### src/rtl/nsq_pkg.sv
// ----------------------------------------------------------------------------
// nsq_pkg
// Shared types, constants and helpers for the note scale quantizer.
// ----------------------------------------------------------------------------
package nsq_pkg;

    // Held-note mask size
    localparam int NOTE_COUNT_DEF = 128;

    // Field widths
    localparam int CMD_W    = 2;
    localparam int NOTE_W   = 7;
    localparam int RES_W    = 9;
    localparam int MATRIX_W = 48;
    localparam int ROOT_W   = 4;
    localparam int PC_W     = 4;
    localparam int DIST_W   = 8;
    localparam int CFG_IDX_W = 2;

    // Port widths
    localparam int S_TDATA_W = 8;
    localparam int S_TUSER_W = 2;
    localparam int M_TDATA_W = 16;
    localparam int M_TUSER_W = 2;

    // Arithmetic constants
    localparam logic [PC_W-1:0]    PC_MAX        = 4'd11;
    localparam logic [RES_W-1:0]   OCTAVE        = 9'd12;
    localparam logic [DIST_W-1:0]  MUTE_DISTANCE = 8'd6;

    // Register reset values
    localparam logic [ROOT_W-1:0]   ROOT_RESET   = 4'd0;
    localparam logic [MATRIX_W-1:0] MATRIX_RESET = 48'hBA9876543210;

    // Configuration register indexes
    localparam logic [CFG_IDX_W-1:0] REG_ROOT_NOTE   = 2'd0;
    localparam logic [CFG_IDX_W-1:0] REG_PITCH_MATRIX = 2'd1;
    localparam logic [CFG_IDX_W-1:0] REG_HELD_ENABLE = 2'd2;

    // Command codes
    typedef enum logic [CMD_W-1:0] {
        CMD_NOTE_ON  = 2'd0,
        CMD_NOTE_OFF = 2'd1,
        CMD_ALL_OFF  = 2'd2,
        CMD_QUERY    = 2'd3
    } cmd_t;

    // Sequencer states
    typedef enum logic [2:0] {
        ST_IDLE,
        ST_SCAN,
        ST_HDONE,
        ST_PREP,
        ST_DIV,
        ST_MAP,
        ST_OUT,
        ST_CLEAR
    } state_t;

    // Shared subtract unit result
    typedef struct packed {
        logic signed [RES_W-1:0] diff;
        logic [DIST_W-1:0]       mag;
        logic                    neg;
    } alu_res_t;

    // Matrix lookup, clamped to the top pitch class
    function automatic logic [PC_W-1:0] matrix_entry(input logic [MATRIX_W-1:0] m,
                                                     input logic [PC_W-1:0] pc);
        logic [PC_W-1:0] v;
        begin
            case (pc)
                4'd0:    v = m[3:0];
                4'd1:    v = m[7:4];
                4'd2:    v = m[11:8];
                4'd3:    v = m[15:12];
                4'd4:    v = m[19:16];
                4'd5:    v = m[23:20];
                4'd6:    v = m[27:24];
                4'd7:    v = m[31:28];
                4'd8:    v = m[35:32];
                4'd9:    v = m[39:36];
                4'd10:   v = m[43:40];
                4'd11:   v = m[47:44];
                default: v = PC_MAX;
            endcase
            matrix_entry = (v > PC_MAX) ? PC_MAX : v;
        end
    endfunction

endpackage

### src/rtl/note_scale_quantizer_unit.sv
// ----------------------------------------------------------------------------
// note_scale_quantizer_unit
// Pitch-scale quantizer with a held-note mask and nearest-held-note snapping.
// ----------------------------------------------------------------------------
// Note on and note off words update the mask as they are taken and give no
// result. The held mask is a small memory: after reset, and after each
// all-notes-off word, a clearing pass zeroes it one note a cycle with
// s_tready low. A query word is worked on by a small sequencer around one
// shared subtract unit. In held mode the unit walks the held mask one note a
// cycle to find the nearest held note. Otherwise, or when nothing is held,
// the pitch class is found by repeated subtraction of 12 and then mapped
// through the matrix. The finished result waits in the sequencer until the
// output register is free, and then in the output register, so a new word
// is taken while it is still undelivered.
module note_scale_quantizer_unit
    import nsq_pkg::*;
#(
    parameter int NOTE_COUNT = NOTE_COUNT_DEF
) (
    input  logic                  aclk,
    input  logic                  aresetn,
    // configuration write port
    input  logic                  cfg_wen,
    input  logic [CFG_IDX_W-1:0]  cfg_index,
    input  logic [MATRIX_W-1:0]   cfg_wdata,
    // input stream
    input  logic                  s_tvalid,
    output logic                  s_tready,
    input  logic [S_TDATA_W-1:0]  s_tdata,   // [6:0] note, [7] zero
    input  logic [S_TUSER_W-1:0]  s_tuser,   // [1:0] cmd
    // result stream
    output logic                  m_tvalid,
    input  logic                  m_tready,
    output logic [M_TDATA_W-1:0]  m_tdata,   // [8:0] mapped_note, [15:9] zero
    output logic [M_TUSER_W-1:0]  m_tuser    // [0] muted, [1] from_held
);

    localparam int IDX_W = $clog2(NOTE_COUNT);
    localparam logic [IDX_W-1:0] LAST_IDX = IDX_W'(NOTE_COUNT - 1);

    // configuration registers
    logic [ROOT_W-1:0]   root_reg;
    logic [MATRIX_W-1:0] matrix_reg;
    logic                held_en_reg;

    // sequencer registers
    state_t                  state_reg, state_next;
    logic [NOTE_W-1:0]       note_reg, note_next;
    logic [IDX_W-1:0]        idx_reg, idx_next;
    logic                    found_reg, found_next;
    logic [IDX_W-1:0]        best_reg, best_next;
    logic [DIST_W-1:0]       dist_reg, dist_next;
    logic signed [RES_W-1:0] val_reg, val_next;
    logic signed [RES_W-1:0] res_note_reg, res_note_next;
    logic                    res_muted_reg, res_muted_next;
    logic                    res_held_reg, res_held_next;

    // output register
    logic                    m_valid_reg, m_valid_next;
    logic [RES_W-1:0]        m_note_reg, m_note_next;
    logic [M_TUSER_W-1:0]    m_user_reg, m_user_next;

    // datapath
    logic                    s_accept;
    cmd_t                    s_cmd;
    logic [NOTE_W-1:0]       s_note;
    logic                    note_in_range;
    logic                    clearing;
    logic                    held_wr_en;
    logic [IDX_W-1:0]        held_wr_idx;
    logic                    held_wr_val;
    logic                    held_bit;
    logic signed [RES_W-1:0] alu_a, alu_b;
    alu_res_t                alu_res;
    logic [ROOT_W-1:0]       root_eff;
    logic [PC_W-1:0]         pc;

    assign s_cmd         = cmd_t'(s_tuser[CMD_W-1:0]);
    assign s_note        = s_tdata[NOTE_W-1:0];
    assign s_tready      = (state_reg == ST_IDLE);
    assign s_accept      = s_tvalid && s_tready;
    assign note_in_range = ({1'b0, s_note} < (NOTE_W+1)'(NOTE_COUNT));
    assign clearing      = (state_reg == ST_CLEAR);
    // clearing pass or a single note on/off
    assign held_wr_en    = clearing || (s_accept && note_in_range &&
                           ((s_cmd == CMD_NOTE_ON) || (s_cmd == CMD_NOTE_OFF)));
    assign held_wr_idx   = clearing ? idx_reg : s_note[IDX_W-1:0];
    assign held_wr_val   = !clearing && (s_cmd == CMD_NOTE_ON);
    assign root_eff      = (root_reg > PC_MAX) ? PC_MAX : root_reg;
    assign pc            = val_reg[PC_W-1:0];

    // configuration writes
    always_ff @(posedge aclk) begin
        if (!aresetn) begin
            root_reg    <= ROOT_RESET;
            matrix_reg  <= MATRIX_RESET;
            held_en_reg <= 1'b0;
        end else if (cfg_wen) begin
            case (cfg_index)
                REG_ROOT_NOTE:    root_reg    <= cfg_wdata[ROOT_W-1:0];
                REG_PITCH_MATRIX: matrix_reg  <= cfg_wdata;
                REG_HELD_ENABLE:  held_en_reg <= cfg_wdata[0];
                default:          ;
            endcase
        end
    end

    // held-note mask, addressed with the next index so the bit is ready in the scan
    nsq_held #(
        .NOTE_COUNT (NOTE_COUNT)
    ) u_held (
        .aclk    (aclk),
        .wr_en   (held_wr_en),
        .wr_idx  (held_wr_idx),
        .wr_val  (held_wr_val),
        .rd_idx  (idx_next),
        .rd_bit  (held_bit)
    );

    // shared subtract unit
    nsq_alu u_alu (
        .op_a (alu_a),
        .op_b (alu_b),
        .res  (alu_res)
    );

    // operand select per step
    always_comb begin
        case (state_reg)
            ST_SCAN: begin
                alu_a = RES_W'(note_reg);
                alu_b = RES_W'(idx_reg);
            end
            ST_PREP: begin
                alu_a = RES_W'(note_reg) + OCTAVE;
                alu_b = RES_W'(root_eff);
            end
            ST_DIV: begin
                alu_a = val_reg;
                alu_b = OCTAVE;
            end
            ST_MAP: begin
                alu_a = RES_W'(note_reg) + RES_W'(matrix_entry(matrix_reg, pc));
                alu_b = RES_W'(pc);
            end
            default: begin
                alu_a = '0;
                alu_b = '0;
            end
        endcase
    end

    // state and datapath registers
    always_ff @(posedge aclk) begin
        if (!aresetn) begin
            state_reg   <= ST_CLEAR;
            idx_reg     <= '0;
            m_valid_reg <= 1'b0;
        end else begin
            state_reg   <= state_next;
            idx_reg     <= idx_next;
            m_valid_reg <= m_valid_next;
        end
        note_reg      <= note_next;
        found_reg     <= found_next;
        best_reg      <= best_next;
        dist_reg      <= dist_next;
        val_reg       <= val_next;
        res_note_reg  <= res_note_next;
        res_muted_reg <= res_muted_next;
        res_held_reg  <= res_held_next;
        m_note_reg    <= m_note_next;
        m_user_reg    <= m_user_next;
    end

    // sequencer
    always_comb begin
        state_next     = state_reg;
        note_next      = note_reg;
        idx_next       = idx_reg;
        found_next     = found_reg;
        best_next      = best_reg;
        dist_next      = dist_reg;
        val_next       = val_reg;
        res_note_next  = res_note_reg;
        res_muted_next = res_muted_reg;
        res_held_next  = res_held_reg;
        m_valid_next   = m_valid_reg && !m_tready;
        m_note_next    = m_note_reg;
        m_user_next    = m_user_reg;

        case (state_reg)
            ST_IDLE: begin
                if (s_accept && (s_cmd == CMD_QUERY)) begin
                    note_next  = s_note;
                    idx_next   = '0;
                    found_next = 1'b0;
                    state_next = held_en_reg ? ST_SCAN : ST_PREP;
                end else if (s_accept && (s_cmd == CMD_ALL_OFF)) begin
                    idx_next   = '0;
                    state_next = ST_CLEAR;
                end
            end
            // zero the mask one note a cycle
            ST_CLEAR: begin
                if (idx_reg == LAST_IDX) begin
                    state_next = ST_IDLE;
                end else begin
                    idx_next = idx_reg + 1'b1;
                end
            end
            // one held bit per cycle, strict compare keeps the lower note
            ST_SCAN: begin
                if (held_bit && (!found_reg || (alu_res.mag < dist_reg))) begin
                    found_next = 1'b1;
                    best_next  = idx_reg;
                    dist_next  = alu_res.mag;
                end
                if (idx_reg == LAST_IDX) begin
                    state_next = ST_HDONE;
                end else begin
                    idx_next = idx_reg + 1'b1;
                end
            end
            ST_HDONE: begin
                if (found_reg) begin
                    res_note_next  = RES_W'(best_reg);
                    res_muted_next = (dist_reg > MUTE_DISTANCE);
                    res_held_next  = 1'b1;
                    state_next     = ST_OUT;
                end else begin
                    state_next = ST_PREP;
                end
            end
            // note - root + 12, always positive
            ST_PREP: begin
                val_next   = alu_res.diff;
                state_next = ST_DIV;
            end
            // strip octaves until the pitch class is left
            ST_DIV: begin
                if (!alu_res.neg) begin
                    val_next = alu_res.diff;
                end else begin
                    state_next = ST_MAP;
                end
            end
            // note - pc + matrix[pc]
            ST_MAP: begin
                res_note_next  = alu_res.diff;
                res_muted_next = 1'b0;
                res_held_next  = 1'b0;
                state_next     = ST_OUT;
            end
            // hand over once the output register is free
            ST_OUT: begin
                if (!m_valid_reg || m_tready) begin
                    m_valid_next = 1'b1;
                    m_note_next  = res_note_reg;
                    m_user_next  = {res_held_reg, res_muted_reg};
                    state_next   = ST_IDLE;
                end
            end
            default: begin
                state_next = ST_IDLE;
            end
        endcase
    end

    assign m_tvalid = m_valid_reg;
    assign m_tdata  = {{(M_TDATA_W-RES_W){1'b0}}, m_note_reg};
    assign m_tuser  = m_user_reg;

endmodule

### src/rtl/nsq_alu.sv
// ----------------------------------------------------------------------------
// nsq_alu
// Shared subtract unit: difference, magnitude and sign of a - b.
// ----------------------------------------------------------------------------
module nsq_alu
    import nsq_pkg::*;
(
    input  logic signed [RES_W-1:0] op_a,
    input  logic signed [RES_W-1:0] op_b,
    output alu_res_t                res
);

    logic signed [RES_W-1:0] diff;

    // one subtract, then absolute value of the narrow result
    assign diff     = op_a - op_b;
    assign res.diff = diff;
    assign res.neg  = diff[RES_W-1];
    assign res.mag  = diff[RES_W-1] ? DIST_W'(-diff) : DIST_W'(diff);

endmodule

### src/rtl/nsq_held.sv
// ----------------------------------------------------------------------------
// nsq_held
// Held-note mask: one-bit memory with a write port and a registered read port.
// ----------------------------------------------------------------------------
module nsq_held
    import nsq_pkg::*;
#(
    parameter int NOTE_COUNT = NOTE_COUNT_DEF,
    localparam int IDX_W = $clog2(NOTE_COUNT)
) (
    input  logic             aclk,
    input  logic             wr_en,
    input  logic [IDX_W-1:0] wr_idx,
    input  logic             wr_val,
    input  logic [IDX_W-1:0] rd_idx,
    output logic             rd_bit
);

    logic held_mem [NOTE_COUNT];
    logic rd_bit_reg;

    // note on/off and clearing pass, one entry per cycle
    always_ff @(posedge aclk) begin
        if (wr_en) begin
            held_mem[wr_idx] <= wr_val;
        end
    end

    // registered read, data appears the cycle after the address
    always_ff @(posedge aclk) begin
        rd_bit_reg <= held_mem[rd_idx];
    end

    assign rd_bit = rd_bit_reg;

endmodule

### config.mk
export PLATFORM = sky130hd
export DESIGN_NAME = note_scale_quantizer_unit
export DESIGN_NICKNAME = d
export VERILOG_FILES = /design/src/rtl/nsq_pkg.sv /design/src/rtl/note_scale_quantizer_unit.sv /design/src/rtl/nsq_alu.sv /design/src/rtl/nsq_held.sv
export SDC_FILE = /design/constraint.sdc
export NUM_CORES = 1
export LEC_CHECK = 0
export BUFFER_PORTS_ARGS = -buffer_cell sky130_fd_sc_hd__buf_2
export CAP_MARGIN = 0
export CORE_UTILIZATION = 41
export DETAILED_ROUTE_END_ITERATION = 8
export GPL_TIMING_DRIVEN = 0
export MAX_ROUTING_LAYER = met4
export SYNTH_ARGS = -nofsm -noshare
export SYNTH_HDL_FRONTEND = slang
export SYNTH_SLANG_ARGS = --single-unit
export TNS_END_PERCENT = 100
### constraint.sdc
create_clock -name aclk -period 18 [get_ports aclk]
set_input_delay 1.8 -clock aclk [delete_from_list [all_inputs] [get_ports aclk]]
set_output_delay 1.8 -clock aclk [all_outputs]
set_load 0.05 [all_outputs]
# Word-level counts from Yosys, hierarchy flattened
# Memory sizes are Yosys's and may differ from the RTL's. A register that Yosys moved wholly into a read port is not among the register bits.
# Index checks and enable logic that the tools add are counted.
[totals] memories=1 wordCells=128 in_bits=65 register_bits=118 ramBits=128 output_inout_bits=20
[memory_table] memory="u_held.held_mem" words=128 word_bits=1 rd=1 rd_clocked_by_memory_dff=1 wr=1 line="nsq_held.sv:19" text="logic held_mem [NOTE_COUNT];"
[op_classes] n_mux=36 eq_ne=33 reduce_logical=33 magnitude_cmp=4 addsub=5
[ops] cell="4-bit case mux with 12 select lines" n=1
[ops] cell="9-bit case mux with 2 select lines" n=2
[ops] cell="9-bit case mux with 4 select lines" n=1
[ops] cell="7-bit 2-to-1 mux" n=4
[ops] cell="7-bit case mux with 4 select lines" n=1
[ops] cell="3-bit case mux with 8 select lines" n=1
[ops] cell="3-bit 2-to-1 mux" n=7
[ops] cell="9-bit 2-to-1 mux" n=2
[ops] cell="4-bit by 3-bit equality test with 1-bit output, second input constant" n=4
[ops] cell="4-bit equality test, second input constant" n=4
[ops] cell="2-bit AND reduction" n=8
[ops] cell="7-bit case mux with 2 select lines" n=1
[ops] cell="3-bit equality test, second input constant" n=4
[ops] cell="4-bit 2-to-1 mux" n=3
[ops] cell="2-bit inequality test, second input constant" n=5
[ops] cell="9-bit by 8-bit subtractor with 9-bit output" n=1
[ops] cell="7-bit by 4-bit adder with 8-bit output" n=1
[ops] cell="7-bit by 4-bit adder with 8-bit output, second input constant" n=1
[ops] cell="4-bit by 2-bit equality test with 1-bit output, second input constant" n=2
[ops] cell="4-bit > comparator, second input constant" n=2
[ops] cell="8-bit by 3-bit > comparator with 1-bit output, second input constant" n=1
[ops] cell="8-bit < comparator" n=1
[ops] cell="1-bit 2-to-1 mux" n=8
[ops] cell="8-bit 2-to-1 mux" n=1
[ops] cell="22 further kinds" n=45

# Logic depth before layout (Yosys ltp)
[depth] ltp_word=15 ltp_mapped=37 mapped_depth_nobuf=36

# Modules after synthesis
# A second synthesis with hierarchy kept.
[unflattened] hier_cells=1076 hier_area_um2=12119.1
[modules_own_cells] mod="note_scale_quantizer_unit" area_per_inst_um2=5835.6 n_inst=1 cells_per_inst=607
[modules_own_cells] mod="nsq_held" area_per_inst_um2=5719.2 n_inst=1 cells_per_inst=395
[modules_own_cells] mod="nsq_alu" area_per_inst_um2=564.3 n_inst=1 cells_per_inst=74

# Least setup slack after synthesis
# Ideal clock, no wire load.
[synth_path] path_kind="input-to-reg" start="input s_tuser[0]" end="memory u_held.held_mem[0], data pin" slack_ps=9778 arrival_time_ps=7004 cell_stages=1 t_required_ps=16782 setup_ps=1218 path_cell_list="nor3b_1"
[synth_between] elab_chain_cells=2
[synth_rtl] element="start, declared" line="note_scale_quantizer_unit.sv:30" text="input logic [S_TUSER_W-1:0] s_tuser,"
[synth_rtl] element="2-bit zero test" line="note_scale_quantizer_unit.sv:88" text="assign held_wr_val = !clearing && (s_cmd == CMD_NOTE_ON);"
[synth_rtl] element="1-bit logical AND" line="note_scale_quantizer_unit.sv:88"
[synth_rtl] element="end, declared" line="nsq_held.sv:19"
# Every way passes these cells.

==> qor.txt <==
Rows -> 62
Post-detail-place hpwl -> 23.2 mm
RSZ-0062 raised after global routing -> false
Count of different cell masters after synthesis -> 74
Number of flops mapped to enable cells by yosys -> 182
CP Capture Point -> dist_reg[3]$_DFFE_PP_
Vias in the first global route -> 9193
Total power -> 2640 uW
WL met1 -> 14.1 mm
Synth Instances -> 1212
Simple-gate share of the synthesized area -> 19.3%
Fin cells -> 1735
TritonCTS clock tree -> yes
Leading area contributor after synthesis -> edfxtp_1
Status -> complete, no violations
Element type at the critical path end -> register
Most numerous cell on the critical path -> o21a_1
Drt first pass iters -> 5
Die Ht -> 175 um
Slew @ Worst Pin -> 0.980 ns
Post-Synth XOR/XNOR Area -> 1.43%
Clock Skews -> 0.0136 ns
Hold Fails Final Rpt -> 0
Compound-Gate Fraction of Synth Area -> 12.9%
Predominant post-synthesis flop cell -> edfxtp_1
FF+latch area -> 6770 um^2
R2R cell count -> 35
Depth of the CTS H-tree -> 1
Final Wtd Congestion -> 0.919
Max Root-Sink Buffers -> 3
Vias/cell -> 5.50
CP Class -> register to register
Setup violations, final -> 0
Cells after DPL -> 1685
Setup Buffers After CTS -> 0
Startpoint types -> register
Largest family of logic cells by synthesized area -> simple AND/OR/NAND/NOR gates
Multi-input logic area -> 4990 um^2
Synthesized flop and latch total -> 247
Port buffer count -> 75
Die Area -> 30500 um^2
Root Driver -> clkbuf_16
Slew HR -> 34.0%
First-pass GRT wire length -> 51.2 mm
CTS Sinks -> 247
Final cell utilization of the core -> 48.7%
Sequential area share after synthesis -> 55.4%
Share of the synthesized area in the top cell type -> 44.8%
Nets -> 1418
Post-route ant nets -> 0
Synthesized area -> 12200 um^2
Worst path arrival time -> 8.79 ns
Synth async-reset ratio -> 0%
Worst Hold Class -> register to register
I/O pin cnt -> 85
MaxCap Viol Count -> 0
Largest net degree at the start of global routing -> 21
Post-cts sizing count -> 0
DR WL/cell -> 18.7 um
Power Density -> 187 nW/um^2
CP required -> 18.17 ns
Starting Density -> 42.1%
Die Wd -> 175 um
Grt ovf -> 0
Layout cells sized above 1 -> 13.3%
Fmax -> 0.116 GHz
Top cells by area, synth -> edfxtp_1 45%, dfxtp_1 11%, nand2_1 7.3%
R2R Path End -> dist_reg[3]$_DFFE_PP_
Slew Viols, Final -> 0
Pleak -> 0.00512 uW
Total core area -> 29000 um^2
Top Layer Used -> met4
Metal2 WL -> 15.3 mm
Setup TNS -> 0 ns
Filler cells -> 2764
Adder-cell share of the synthesized area -> 2.48%
Area delta synth->final -> 15.8%
Clock latency at the later pin of the worst-skew pair -> 0.55 ns
Overall via count from detail_route -> 9540
Cts hold-fix bufs -> 0
Crit path from -> val_reg[2]$_DFFE_PP_
Crit path time final -> 8.62 ns
Wirelength, routed -> 32.5 mm
Largest register FFs -> 128
CP Max Fanout -> 15
Clock slew at reported path FFs -> 0.06 ns
CP max stage cell -> and3_1
DRT iter0 DRCs -> 874
Antenna violations before repair -> 1
Max incr delay on CP -> 0.70 ns
Warnings, synthesis -> 0
Residual DRC -> 0
Cts bufs inserted -> 27
DR WL met3 -> 1.95 mm
Final hold slack -> 0.415 ns
Total GRT Usage -> 22.2%
Post-route clock period utilization -> 47.9%
Worst R2R Start -> val_reg[2]$_DFFE_PP_
R2R setup slack -> 9.38 ns
Syn_area_per_cell -> 10.1 um^2
Post-synthesis mux area share -> 4.57%
IR drop worst, VDD -> 106 uV
## stage by stage
step	worst slack (ns)	area [um^2]
after floorplan	9.78	12200
after global placement	5.52	13100
after detailed placement	9.41	13200
after CTS	9.37	14100
after global routing	8.64	14100
final	9.38	14100
## power by group
| part | total (uW) | switching [uW] | internal [uW] |
|---|---|---|---|
| clock | 581 | 230 | 351 |
| combinational | 1310 | 829 | 478 |
| sequential | 748 | 26.5 | 722 |
| total | 2640 | 1090 | 1550 |
## worst min-delay path by stage
stage / from / endpoint / cells past startpoint
floorplan: res_note_reg[0]$_DFFE_PP_ / m_note_reg[0]$_DFFE_PP_ / 0
global placement: res_muted_reg$_SDFFCE_PP0P_ / m_tuser[0]$_DFFE_PP_ / 0
detailed placement: res_note_reg[7]$_SDFFCE_PN0P_ / m_note_reg[7]$_DFFE_PP_ / 0
CTS: res_note_reg[4]$_DFFE_PP_ / m_note_reg[4]$_DFFE_PP_ / 0
global route: res_note_reg[4]$_DFFE_PP_ / m_note_reg[4]$_DFFE_PP_ / 0
finish: res_note_reg[4]$_DFFE_PP_ / m_note_reg[4]$_DFFE_PP_ / 0
## layout by cell type (no fill, tap or decap), types with 21 or more instances in the layout
master | synthesis | layout
edfxtp_1 | 182 | 182
clkbuf_16 | 0 | 30
clkbuf_1 | 46 | 47
ha_1 | 21 | 21
mux2i_1 | 36 | 36
nor2_1 | 167 | 167
buf_2 | 9 | 84
dfxtp_1 | 65 | 65
nand2_1 | 236 | 236
a21boi_0 | 31 | 31
nand3_1 | 50 | 50
a21oi_1 | 49 | 49
o21ai_0 | 37 | 36
inv_1 | 22 | 22
## cells by family (layout without fill, tap and decap cells)
group / Yosys count / count (layout)
AND/OR/NAND/NOR: 544 / 544
flip-flops: 247 / 247
AO/OA/AOI/OAI: 229 / 229
buffers and inverters: 99 / 231
multiplexers: 50 / 50
adder cells (fa/ha/maj): 23 / 23
XOR/XNOR: 19 / 19
other: 1 / 8
## area by class of cell
class                   count  share of cell area, %
multi-input cells         872                   35.4
clock buffers              33                   5.53
flip-flops and latches    247                   47.9
well taps                 384                   3.40
clock inverters            16                   1.13
plain buffers              77                   2.74
inverters                  22                  0.584
diodes                      1                 0.0177
repair buffers             83                   3.35
## worst max-delay path, delay by kind of cell, from the launching register on
kind | cells | cell delay [ns]
compound gates | 22 | 4.55
simple gates | 6 | 1.34
fa+ha+maj | 4 | 1.23
flops | 1 | 0.42
xor+xnor | 2 | 0.42
buf+inv | 1 | 0.27
## metal layers
layer  up-vias  GRT usage [%]
li1       4546              -
met1      4610           29.0
met2       315           35.4
met3        69           3.15
met4         0           7.79
met5         -              -
## Yosys cell counts (all sizes together) (12+ instances only)
master    n
and2     13
nor2b    14
mux2i    38
nor3     12
nand2   236
a21boi   31
o21ai    40
clkbuf   46
nor2    168
edfxtp  182
buf      31
nand2b   14
nand3    50
inv      22
dfxtp    65
ha       21
a21oi    50
a22oi    12
Power figures use the tool's default switching activity.
